<file path="src/hw/rtl/fbe_pkg.sv">
// Shared constants, widths and the base64 character function for the fragment encoder.
`timescale 1ns / 1ps

package fbe_pkg;

  localparam int unsigned DATA_W        = 8;
  localparam int unsigned CHAR_W        = 8;
  localparam int unsigned FRAG_SIZE_W   = 11;
  localparam int unsigned SEXTET_W      = 6;
  localparam int unsigned CARRY_W       = 4;
  localparam int unsigned MAX_CHARS     = 4;
  localparam int unsigned CNT_W         = 3;

  localparam int unsigned MAX_FRAGMENT_DEF = 1024;

  localparam logic [FRAG_SIZE_W-1:0] FRAG_SIZE_RST = 11'd512;

  // APB register map: one register, one word each
  localparam int unsigned CFG_ADDR_W = 3;
  localparam int unsigned CFG_DATA_W = 32;
  localparam logic        REG_FRAGMENT_SIZE = 1'b0;

  localparam logic [CHAR_W-1:0] PAD_CHAR = 8'h3d;  // '='

  // Map a six-bit group onto the standard alphabet A-Z a-z 0-9 + /
  function automatic logic [CHAR_W-1:0] sextet_char(input logic [SEXTET_W-1:0] v);
    logic [CHAR_W-1:0] c;
    if (v inside {[6'd0:6'd25]}) begin
      c = 8'h41 + CHAR_W'(v);
    end else if (v inside {[6'd26:6'd51]}) begin
      c = 8'h61 + CHAR_W'(v) - 8'd26;
    end else if (v inside {[6'd52:6'd61]}) begin
      c = 8'h30 + CHAR_W'(v) - 8'd52;
    end else if (v == 6'd62) begin
      c = 8'h2b;  // '+'
    end else begin
      c = 8'h2f;  // '/'
    end
    return c;
  endfunction

endpackage

</file>
<file path="src/hw/rtl/fbe_in_if.sv">
// Input channel: one message byte per word with its end-of-message flag.
`timescale 1ns / 1ps

interface fbe_in_if;
  logic                       valid;
  logic                       ready;
  logic [fbe_pkg::DATA_W-1:0] data_byte;
  logic                       end_of_message;

  modport source (output valid, output data_byte, output end_of_message, input ready);
  modport sink   (input valid, input data_byte, input end_of_message, output ready);
  modport mon    (input valid, input data_byte, input end_of_message, input ready);
endinterface

</file>
<file path="src/hw/rtl/fbe_out_if.sv">
// Result channel: one base64 character per word with fragment and message flags.
`timescale 1ns / 1ps

interface fbe_out_if;
  logic                       valid;
  logic                       ready;
  logic [fbe_pkg::CHAR_W-1:0] text_char;
  logic                       end_of_fragment;
  logic                       end_of_text;
  logic                       run_last;

  modport source (output valid, output text_char, output end_of_fragment,
                  output end_of_text, output run_last, input ready);
  modport sink   (input valid, input text_char, input end_of_fragment,
                  input end_of_text, input run_last, output ready);
  modport mon    (input valid, input text_char, input end_of_fragment,
                  input end_of_text, input run_last, input ready);
endinterface

</file>
<file path="src/hw/rtl/fragmented_base64_encoder.sv">
// Top level of the fragmented base64 encoder with its APB register.
`timescale 1ns / 1ps
// Datapath: an accepted byte's characters are written into the character buffer; each
//   character then moves from the head of the buffer into the output register.
// Throughput: one character per cycle while the output is taken; a byte makes one to four
//   characters, and the single output register drains them from the buffer.
// Reset: synchronous, active low; clears group phase, carry, fragment position and both
//   valid paths, and loads fragment_size with 512.

module fragmented_base64_encoder #(
  parameter int unsigned MAX_FRAGMENT = fbe_pkg::MAX_FRAGMENT_DEF
) (
  input  logic                            clk,
  input  logic                            rst_n,
  fbe_in_if.sink                          in_ch,
  fbe_out_if.source                       out_ch,
  input  logic                            psel,
  input  logic                            penable,
  input  logic                            pwrite,
  input  logic [fbe_pkg::CFG_ADDR_W-1:0]  paddr,
  input  logic [fbe_pkg::CFG_DATA_W-1:0]  pwdata,
  output logic [fbe_pkg::CFG_DATA_W-1:0]  prdata,
  output logic                            pready
);

  import fbe_pkg::*;

  // Fragment position must hold MAX_FRAGMENT itself; compares run at the wider of the two.
  localparam int unsigned POS_W = $clog2(MAX_FRAGMENT + 1);
  localparam int unsigned CMP_W = (POS_W > FRAG_SIZE_W) ? POS_W : FRAG_SIZE_W;

  typedef enum logic [1:0] {
    PH_FIRST,
    PH_SECOND,
    PH_THIRD
  } phase_t;

  // ---------------------------------------------------------------------------
  // Configuration register
  // ---------------------------------------------------------------------------
  logic [FRAG_SIZE_W-1:0] frag_size_r;
  logic                   cfg_wr;
  logic                   cfg_hit;

  assign pready  = 1'b1;
  assign cfg_hit = (paddr[2] == REG_FRAGMENT_SIZE);
  assign cfg_wr  = psel && penable && pwrite && cfg_hit;
  assign prdata  = cfg_hit ? CFG_DATA_W'(frag_size_r) : '0;

  // ---------------------------------------------------------------------------
  // Encoder state
  // ---------------------------------------------------------------------------
  phase_t                 phase_r, phase_nxt;
  logic [CARRY_W-1:0]     carry_r, carry_nxt;
  logic [POS_W-1:0]       pos_r, pos_nxt;

  // Character buffer: holds every character of the byte last accepted
  logic [MAX_CHARS-1:0][CHAR_W-1:0] buf_char_r;
  logic [CNT_W-1:0]                 buf_cnt_r;
  logic                             buf_eof_r;
  logic                             buf_eot_r;

  // Output register
  logic              out_valid_r;
  logic [CHAR_W-1:0] out_char_r;
  logic              out_eof_r;
  logic              out_eot_r;
  logic              out_last_r;

  logic in_acc;
  logic move;   // buffer head advances into the output register

  assign move         = (buf_cnt_r != '0) && (!out_valid_r || out_ch.ready);
  // Take a new byte whenever the buffer empties by this edge, even with a word waiting
  assign in_ch.ready  = (buf_cnt_r == '0) || ((buf_cnt_r == CNT_W'(1)) && move);
  assign in_acc       = in_ch.valid && in_ch.ready;

  assign out_ch.valid           = out_valid_r;
  assign out_ch.text_char       = out_char_r;
  assign out_ch.end_of_fragment = out_eof_r;
  assign out_ch.end_of_text     = out_eot_r;
  assign out_ch.run_last        = out_last_r;

  // ---------------------------------------------------------------------------
  // Encode one byte: group split, fragment boundary, padding
  // ---------------------------------------------------------------------------
  logic [CMP_W-1:0]                 frag_limit;
  logic [CMP_W-1:0]                 size_ext;
  logic [POS_W-1:0]                 pos_inc;
  logic                             frag_end;
  logic [MAX_CHARS-1:0][CHAR_W-1:0] enc_char;
  logic [CNT_W-1:0]                 enc_cnt;
  logic [DATA_W-1:0]                b;

  assign b        = in_ch.data_byte;
  assign size_ext = CMP_W'(frag_size_r);

  always_comb begin
    // Clamp the configured size into 1..MAX_FRAGMENT
    if (frag_size_r == '0) begin
      frag_limit = CMP_W'(1);
    end else if (size_ext > CMP_W'(MAX_FRAGMENT)) begin
      frag_limit = CMP_W'(MAX_FRAGMENT);
    end else begin
      frag_limit = size_ext;
    end
    // Saturate the position count at MAX_FRAGMENT
    pos_inc  = (pos_r < POS_W'(MAX_FRAGMENT)) ? pos_r + POS_W'(1) : pos_r;
    frag_end = in_ch.end_of_message || (CMP_W'(pos_inc) >= frag_limit);
  end

  always_comb begin
    enc_char  = '0;
    enc_cnt   = CNT_W'(1);
    phase_nxt = phase_r;
    carry_nxt = carry_r;
    pos_nxt   = pos_r;
    case (phase_r)
      PH_FIRST: begin
        enc_char[0] = sextet_char(b[7:2]);
        if (frag_end) begin
          // One byte of a group: one more sextet, then two pads
          enc_char[1] = sextet_char({b[1:0], 4'b0000});
          enc_char[2] = PAD_CHAR;
          enc_char[3] = PAD_CHAR;
          enc_cnt     = CNT_W'(4);
        end
        carry_nxt = {2'b00, b[1:0]};
        phase_nxt = PH_SECOND;
      end
      PH_SECOND: begin
        enc_char[0] = sextet_char({carry_r[1:0], b[7:4]});
        if (frag_end) begin
          // Two bytes of a group: one more sextet, then one pad
          enc_char[1] = sextet_char({b[3:0], 2'b00});
          enc_char[2] = PAD_CHAR;
          enc_cnt     = CNT_W'(3);
        end
        carry_nxt = b[3:0];
        phase_nxt = PH_THIRD;
      end
      default: begin
        // Group complete: two sextets, nothing to pad
        enc_char[0] = sextet_char({carry_r, b[7:6]});
        enc_char[1] = sextet_char(b[5:0]);
        enc_cnt     = CNT_W'(2);
        carry_nxt   = '0;
        phase_nxt   = PH_FIRST;
      end
    endcase
    pos_nxt = pos_inc;
    if (frag_end) begin
      // Restart group and fragment on the next byte
      phase_nxt = PH_FIRST;
      carry_nxt = '0;
      pos_nxt   = '0;
    end
  end

  // ---------------------------------------------------------------------------
  // Control registers
  // ---------------------------------------------------------------------------
  always_ff @(posedge clk) begin
    if (!rst_n) begin
      frag_size_r <= FRAG_SIZE_RST;
      phase_r     <= PH_FIRST;
      carry_r     <= '0;
      pos_r       <= '0;
      buf_cnt_r   <= '0;
      out_valid_r <= 1'b0;
    end else begin
      if (cfg_wr) begin
        frag_size_r <= pwdata[FRAG_SIZE_W-1:0];
      end
      if (in_acc) begin
        phase_r   <= phase_nxt;
        carry_r   <= carry_nxt;
        pos_r     <= pos_nxt;
        buf_cnt_r <= enc_cnt;
      end else if (move) begin
        buf_cnt_r <= buf_cnt_r - CNT_W'(1);
      end
      if (move) begin
        out_valid_r <= 1'b1;
      end else if (out_ch.ready) begin
        out_valid_r <= 1'b0;
      end
    end
  end

  // ---------------------------------------------------------------------------
  // Payload registers
  // ---------------------------------------------------------------------------
  always_ff @(posedge clk) begin
    if (in_acc) begin
      buf_char_r <= enc_char;
      buf_eof_r  <= frag_end;
      buf_eot_r  <= in_ch.end_of_message;
    end else if (move) begin
      // Shift the next character to the head
      for (int i = 0; i < MAX_CHARS - 1; i++) begin
        buf_char_r[i] <= buf_char_r[i+1];
      end
      buf_char_r[MAX_CHARS-1] <= '0;
    end
    if (move) begin
      out_char_r <= buf_char_r[0];
      // Flags ride only on the byte's final character
      out_last_r <= (buf_cnt_r == CNT_W'(1));
      out_eof_r  <= (buf_cnt_r == CNT_W'(1)) && buf_eof_r;
      out_eot_r  <= (buf_cnt_r == CNT_W'(1)) && buf_eot_r;
    end
  end

endmodule

</file>
<file path="src/flat_wrapper.sv">
// flat-port wrapper written by rule: the top's interface ports become plain ports
module fragmented_base64_encoder_flat import fbe_pkg::*;
#(
  parameter int unsigned MAX_FRAGMENT = fbe_pkg::MAX_FRAGMENT_DEF
)
  (clk, rst_n, psel, penable, pwrite, paddr, pwdata, prdata, pready, in_ch_valid, in_ch_data_byte, in_ch_end_of_message, in_ch_ready, out_ch_valid, out_ch_text_char, out_ch_end_of_fragment, out_ch_end_of_text, out_ch_run_last, out_ch_ready);
  fbe_in_if in_ch_i ();
  fbe_out_if out_ch_i ();
  input  logic clk;
  input  logic rst_n;
  input  logic psel;
  input  logic penable;
  input  logic pwrite;
  input  logic [fbe_pkg::CFG_ADDR_W-1:0] paddr;
  input  logic [fbe_pkg::CFG_DATA_W-1:0] pwdata;
  output logic [fbe_pkg::CFG_DATA_W-1:0] prdata;
  output logic pready;
  input wire logic [$bits(in_ch_i.valid)-1:0] in_ch_valid;
  input wire logic [$bits(in_ch_i.data_byte)-1:0] in_ch_data_byte;
  input wire logic [$bits(in_ch_i.end_of_message)-1:0] in_ch_end_of_message;
  output wire logic [$bits(in_ch_i.ready)-1:0] in_ch_ready;
  output wire logic [$bits(out_ch_i.valid)-1:0] out_ch_valid;
  output wire logic [$bits(out_ch_i.text_char)-1:0] out_ch_text_char;
  output wire logic [$bits(out_ch_i.end_of_fragment)-1:0] out_ch_end_of_fragment;
  output wire logic [$bits(out_ch_i.end_of_text)-1:0] out_ch_end_of_text;
  output wire logic [$bits(out_ch_i.run_last)-1:0] out_ch_run_last;
  input wire logic [$bits(out_ch_i.ready)-1:0] out_ch_ready;
  assign in_ch_i.valid = in_ch_valid;
  assign in_ch_i.data_byte = in_ch_data_byte;
  assign in_ch_i.end_of_message = in_ch_end_of_message;
  assign in_ch_ready = in_ch_i.ready;
  assign out_ch_valid = out_ch_i.valid;
  assign out_ch_text_char = out_ch_i.text_char;
  assign out_ch_end_of_fragment = out_ch_i.end_of_fragment;
  assign out_ch_end_of_text = out_ch_i.end_of_text;
  assign out_ch_run_last = out_ch_i.run_last;
  assign out_ch_i.ready = out_ch_ready;
  fragmented_base64_encoder #(.MAX_FRAGMENT(MAX_FRAGMENT)) u_core (.clk(clk), .rst_n(rst_n), .in_ch(in_ch_i), .out_ch(out_ch_i), .psel(psel), .penable(penable), .pwrite(pwrite), .paddr(paddr), .pwdata(pwdata), .prdata(prdata), .pready(pready));
endmodule
</file>
<file path="config.mk">
export PLATFORM = sky130hd
export DESIGN_NAME = fragmented_base64_encoder_flat
export DESIGN_NICKNAME = d
export VERILOG_FILES = /design/src/hw/rtl/fbe_pkg.sv /design/src/hw/rtl/fbe_in_if.sv /design/src/hw/rtl/fbe_out_if.sv /design/src/hw/rtl/fragmented_base64_encoder.sv /design/src/flat_wrapper.sv
export SDC_FILE = /design/constraint.sdc
export NUM_CORES = 1
export LEC_CHECK = 0
export BUFFER_PORTS_ARGS = -buffer_cell sky130_fd_sc_hd__buf_4
export CAP_MARGIN = 20
export CORE_MARGIN = 5
export CORE_UTILIZATION = 58
export DETAILED_ROUTE_END_ITERATION = 10
export PLACE_DENSITY = 0.86
export RECOVER_POWER = 50
export SYNTH_ARGS = -nofsm -noshare
export SYNTH_HDL_FRONTEND = slang
export SYNTH_SLANG_ARGS = --single-unit
</file>
<file path="constraint.sdc">
create_clock -name clk -period 3.2 [get_ports clk]
set_input_delay 0.16 -clock clk [delete_from_list [all_inputs] [get_ports clk]]
set_output_delay 0.16 -clock clk [all_outputs]
set_load 0.03 [all_outputs]
</file>
-- Yosys cells after proc, flatten, opt, wreduce, memory -nomap -nowiden
Cells that the tools add are included.
- register bits after elaboration: 77
- input bits: 51
- word-level logic and storage cells: 175
- add/subtract/negate cells: 32
- $lt $le $gt $ge: 39
- equal/unequal tests: 6
- mux-type cells: 45
- bitwise gates (word level): 1
- reductions and logical operators: 36
- operators with widths (kind ; count):
    $mux 8 ; 18
    $add 7x6->8 const A ; 12
    $le 6x6->1 const B ; 12
    $mux 32 ; 2
    $mux 11 ; 5
    $sub 8x5->8 const B ; 6
    $sub 8x6->8 const B ; 6
    $add 6x6->7 const A ; 6
    $ge 6x1->1 const B ; 6
    $ge 6x5->1 const B ; 6
    $ge 6x6->1 const B ; 6
    $le 6x5->1 const B ; 6
    $pmux 16 s2 ; 1
    $logic_and 1x1->1 ; 26
    $eq 6x6->1 const B ; 4
    $mux 22 ; 1
    $mux 3 ; 7
    $pmux 8 s2 ; 1
    $mux 14 ; 1
    $add 11x1->11 const B ; 1
    $ge 11x11->1 ; 1
    $gt 11x11->1 const B ; 1
    $logic_not 11->1 ; 1
    $lt 11x11->1 const B ; 1
    other kinds (17) ; 22

-- Depth between registers and ports, before layout
- word-level depth: 8
- gate-level depth with buffers: 13

-- Worst setup path after synthesis
OpenSTA, ideal clock, no wires.
- kind: register -> register
- start: reg u_core.pos_r[0]
- end: reg u_core.buf_char_r[10] (netlist bit) (data pin)
- setup time: 0.273 ns
- arrival time: 2.478 ns
- data required time: 2.927 ns
- path slack: 0.450 ns
- stages on the path, launching flop included: 13
- buffers on the path: 1
- period minus slack after synthesis: 2.750 ns
- cell sequence: dfxtp_1 > ha_1 > nor2b_1 > nand3_1 > xnor2_1 > ha_1 > a21o_1 > a21o_1 > a211oi_1 > o211ai_1 > clkbuf_1 > nand2_1 > o221ai_1
- word-level cells in the longest chain between the ends: 7
- elaborated cells on any way between the ends: 9
- ends and longest elaborated chain (element ; RTL line ; text):
    from (decl) ; fragmented_base64_encoder.sv:55 ; logic [POS_W-1:0] pos_r, pos_nxt;
    from (signal assigned) ; fragmented_base64_encoder.sv:178 ; pos_r <= pos_nxt;
    $add 11x1->11 or $lt 11x11->1 (tied branches) ; fragmented_base64_encoder.sv:108 ; pos_inc = (pos_r < POS_W'(MAX_FRAGMENT)) ? pos_r + POS_W'(1) : pos_r;
    $mux 11 (*) ; fragmented_base64_encoder.sv:108 ;
    $ge 11x11->1 (*) ; fragmented_base64_encoder.sv:109 ; frag_end = in_ch.end_of_message || (CMP_W'(pos_inc) >= frag_limit);
    $logic_or 1x1->1 (*) ; fragmented_base64_encoder.sv:109 ;
    $mux 14 or $mux 22 (tied branches) ; fragmented_base64_encoder.sv:133, fragmented_base64_encoder.sv:121 ;
    $pmux 16 s2 (*) ; fragmented_base64_encoder.sv:118 ; case (phase_r)
    $mux 32 (*) ; fragmented_base64_encoder.sv:195 ; if (in_acc) begin
    to (signal assigned) ; fragmented_base64_encoder.sv:196 ; buf_char_r <= enc_char;
    to (signal, indexed assignment) ; fragmented_base64_encoder.sv:202 ; buf_char_r[i] <= buf_char_r[i+1];
    to (decl) ; fragmented_base64_encoder.sv:58 ; logic [MAX_CHARS-1:0][CHAR_W-1:0] buf_char_r;
Every way passes the cells marked *; elsewhere a longest branch is shown, timed or not.
A chain may end at the register's enable or synchronous reset.

-- Final worst setup path
- start: reg u_core.pos_r[4]
- end: reg u_core.pos_r[1]
- word-level cells in the longest chain between the ends: 5
- elaborated cells on any way between the ends: 6
- ends and longest elaborated chain (element ; RTL line ; text):
    $add 11x1->11 or $lt 11x11->1 (tied branches) ; fragmented_base64_encoder.sv:108 ;
    $mux 11 (*) ; fragmented_base64_encoder.sv:108 ;
    $ge 11x11->1 ; fragmented_base64_encoder.sv:109 ;
    $logic_or 1x1->1 ; fragmented_base64_encoder.sv:109 ;
    $mux 11 (*) ; fragmented_base64_encoder.sv:152 ; if (frag_end) begin
Marks and branches as above.

==> impl_metrics.env <==
export IMPL_firstDrtPassIters=6
export IMPL_drt_total_wl_mm=16.3
export IMPL_start_util_pct=59.1
export IMPL_io_pins=97
export IMPL_p_switching_mw=1.43
export IMPL_clk_path_buf_depth=2
export IMPL_finalMaxSlewViolations=0
export IMPL_htreeDepth=3
export IMPL_io_buffer_count=51
export IMPL_synth_top_area_share_pct=16.3
export IMPL_finalCritPeriodShare_pct=96.2
export IMPL_tightest_slew_ns=0.941
export IMPL_p_sw_share_pct=41.9
export IMPL_grt_max_degree=36
export IMPL_vias=5737
export IMPL_final_hold_viol_count=0
export IMPL_synth_cells=732
export IMPL_fill_cells=851
export IMPL_arrival_ns=3.36
export IMPL_p_per_area_nw_per_um2=545
export IMPL_synth_warnings=0
export IMPL_gr_max_usage_layer="met2"
export IMPL_crit_path_top_delay_cell="or3b_2"
export IMPL_max_slew_margin_pct=37.3
export IMPL_setup_slack_ns=0.120
export IMPL_grt_pass1_wl_mm=26.5
export IMPL_finalCriticalPeriod_ns=3.08
export IMPL_ant_nets=0
export IMPL_track_usage_pct=27.5
export IMPL_multi_input_area_sq_um=3820
export IMPL_hold_class="primary input to flop"
export IMPL_power_total_mw=3.43
export IMPL_antenna_cells=0
export IMPL_clk_pin_slew_worst_paths_ns=0.07
export IMPL_area_delta_synth_final_pct=9.79
export IMPL_final_nets=864
export IMPL_synth_area_leaders="edfxtp_1 (16%), dfxtp_1 (11%), ha_1 (9.4%)"
export IMPL_clock_root_buffer="clkbuf_8"
export IMPL_synth_most_common_cell="nand2_1"
export IMPL_drc_errors=0
export IMPL_postCtsHoldBufs=0
export IMPL_routedWlPerCell_microns=18.0
export IMPL_crit_type="flop to flop"
export IMPL_ys_ff_latch=63
export IMPL_worstPathRequired_ns=3.48
export IMPL_drive_gt1_share_pct=11.2
export IMPL_cp_slowest_stage_delay_ns=0.45
export IMPL_tritoncts="done"
export IMPL_clkPwrFrac_pct=20.2
export IMPL_die_h_microns=109
export IMPL_cts_made_buffers=9
export IMPL_vdd_drop_max_mv=0.358
export IMPL_cp_end_kind="flop"
export IMPL_place_inst=892
export IMPL_cp_top_family="simple AND/OR/NAND/NOR gates"
export IMPL_overflow=0
export IMPL_antenna_found_initial=0
export IMPL_setup_viol=0
export IMPL_final_cells=908
export IMPL_met2_usage_pct=43.2
export IMPL_dp_final_hpwl_mm=11.8
export IMPL_worstSetupStartpointType="flop"
export IMPL_yosysTopAreaCell="edfxtp_1"
export IMPL_routed_via_density=6.32
export IMPL_skew_ns=0.00683
export IMPL_syn_cell_area_sq_um=5730
export IMPL_path_cells="and3_1 > and3_1 > nand3_1 > xnor2_2 > ha_1 > a21o_1 > a21o_1 > a211oi_2 > o211ai_1 > buf_4 > or3b_2 > a21oi_1"
export IMPL_path_buf_inv=1
export IMPL_post_cts_setup_buffer_count=0
export IMPL_finalSetupTns_ns=0
export IMPL_outcome="finished clean"
export IMPL_synth_edf_count=31
export IMPL_core_area_sq_um=9680
export IMPL_rows=36
export IMPL_grt_pass1_vias=5374
export IMPL_p_int_mw=1.99
export IMPL_syn_area_per_cell_sq_um=7.83
export IMPL_seqPwrFrac_pct=38.2
export IMPL_seq_area_frac_synth_pct=27.4
export IMPL_max_freq_mhz=325
export IMPL_grt_met1_usage_pct=38.6
export IMPL_place_ws_ns=0.0999
export IMPL_crit_fanout=12
export IMPL_cts_sinks=63
export IMPL_max_cap_viol_count=0
export IMPL_register_area_sq_um=1580
export IMPL_routabilityCongestion=0.995
export IMPL_synth_common_cells="nand2_1 (99), nor2_1 (56), ha_1 (43)"
export IMPL_synth_distinct_cells=72
export IMPL_holdWs_ns=0.0284
export IMPL_p_comb_share_pct=41.6
export IMPL_fp_dieArea_sq_um=12000
export IMPL_met3_usage_pct=4.70
export IMPL_p_leak_nw=2.44
export IMPL_ys_flop_type="dfxtp_1"
export IMPL_async_reset_ff_share_pct=0
export IMPL_drtIter0Drc=705
export IMPL_die_w_microns=109
export IMPL_clk_latency_ns=0.35
[repair_timing]
action / CTS / global route
resized for setup: 0 / 9
endpoints found under the hold margin: 0 / 0
endpoints found under the setup margin: 0 / 12
[cell usage in the layout, fill, tap and decap left out, types with 5 or more instances in the layout]
cell	n
or4_1	6
xnor2_1	25
clkbuf_8	9
or3_1	6
edfxtp_1	31
a31oi_1	21
nor2b_1	20
and2_1	5
mux2i_1	6
nand3_1	30
nand4_1	11
a21o_1	14
clkbuf_1	27
and3_1	8
xor2_1	8
nor2_1	56
dfxtp_1	29
a211o_1	6
o211ai_1	13
o21ai_0	41
ha_1	42
a21boi_0	15
conb_1	22
a211oi_1	7
nor3_1	17
buf_4	44
nand2_1	99
nand2b_1	6
a21oi_1	39
inv_1	20
[per-layer routing]
metal | up-vias | wire, microns | part of all wire, %
li1 | 2685 | - | -
met1 | 2660 | 6870 | 42
met2 | 338 | 7500 | 46
met3 | 54 | 1500 | 9.2
met4 | 0 | 461 | 2.8
met5 | - | 0 | 0
[sequential cells by signal, indices dropped and copies added (netlist names)]
signal,count
u_core.buf_char_r,18
u_core.out_ch.run_last,1
u_core.buf_eof_r,1
u_core.pos_r,11
u_core.phase_r,2
u_core.out_ch.valid,1
u_core.carry_r,4
u_core.out_ch.end_of_fragment,1
u_core.out_ch.text_char,8
u_core.frag_size_r,11
u_core.buf_eot_r,1
u_core.buf_cnt_r,3
u_core.out_ch.end_of_text,1
[worst paths after layout]
| path | startpoint | to | slack [ns] | depth (start not counted) |
|---|---|---|---|---|
| setup reg to reg | u_core.pos_r[4]$_SDFFE_PN0P_ | u_core.pos_r[1]$_SDFFE_PN0P_ | 0.12 | 12 |
| hold reg to reg | u_core.buf_char_r[2]$_DFFE_PP_ | u_core.out_ch.text_char[2]$_DFFE_PP_ | 0.42 | 0 |
| hold / removal | pwdata[9] | u_core.frag_size_r[9]$_SDFFE_PN1P_ | 0.03 | 3 |
| setup / recovery | u_core.pos_r[4]$_SDFFE_PN0P_ | u_core.pos_r[1]$_SDFFE_PN0P_ | 0.12 | 12 |
[power groups by stage]
stage	Clock, mW	Combinational [mW]	Sequential (mW)
2_1_floorplan	0	0.898	1.45
3_3_place_gp	0	1.44	1.31
3_5_place_dp	0	1.48	1.33
4_1_cts	0.696	1.49	1.31
5_1_grt	0.737	1.55	1.33
6_report	0.691	1.43	1.31
[worst register-to-register path, delay by kind of cell, from the launching register on]
family                     cells  cell delay (ns)
and+or+nand+nor                4             0.98
AOI/OAI and AO/OA              5             0.95
DFF                            1             0.38
adders and majority gates      1             0.32
buffers and inverters          1             0.21
xor gates and xnor gates       1             0.17
[logic make-up (layout without fill, tap and decap cells)]
family	count (synthesis)	count (layout)	synth area share (%)
buffers and inverters	89	112	7.65
XOR/XNOR	35	35	5.35
AND/OR/NAND/NOR	288	288	24.5
other	2	22	0.131
AO/OA/AOI/OAI	203	203	23.9
flip-flops	63	63	27.4
multiplexers	9	9	1.64
adder cells (fa/ha/maj)	43	43	9.39
[stage by stage]
| stage | instance area [sq um] | util (%) |
|---|---|---|
| 6_report | 6290 | 64.9 |
| 5_1_grt | 6290 | 64.9 |
| 4_1_cts | 6360 | 65.6 |
| 3_5_place_dp | 6160 | 63.6 |
| 3_3_place_gp | 6160 | 63.6 |
| 2_1_floorplan | 5800 | - |
[area by class of cell]
cell class | count | area share (%)
inverter | 25 | 1.49
timing repair buffer | 71 | 6.86
multi-input combinational | 600 | 60.8
clock buffer | 9 | 1.97
tap | 133 | 2.65
clock inverter | 7 | 1.17
sequential | 63 | 25.0
Power figures use the tool's default switching activity.
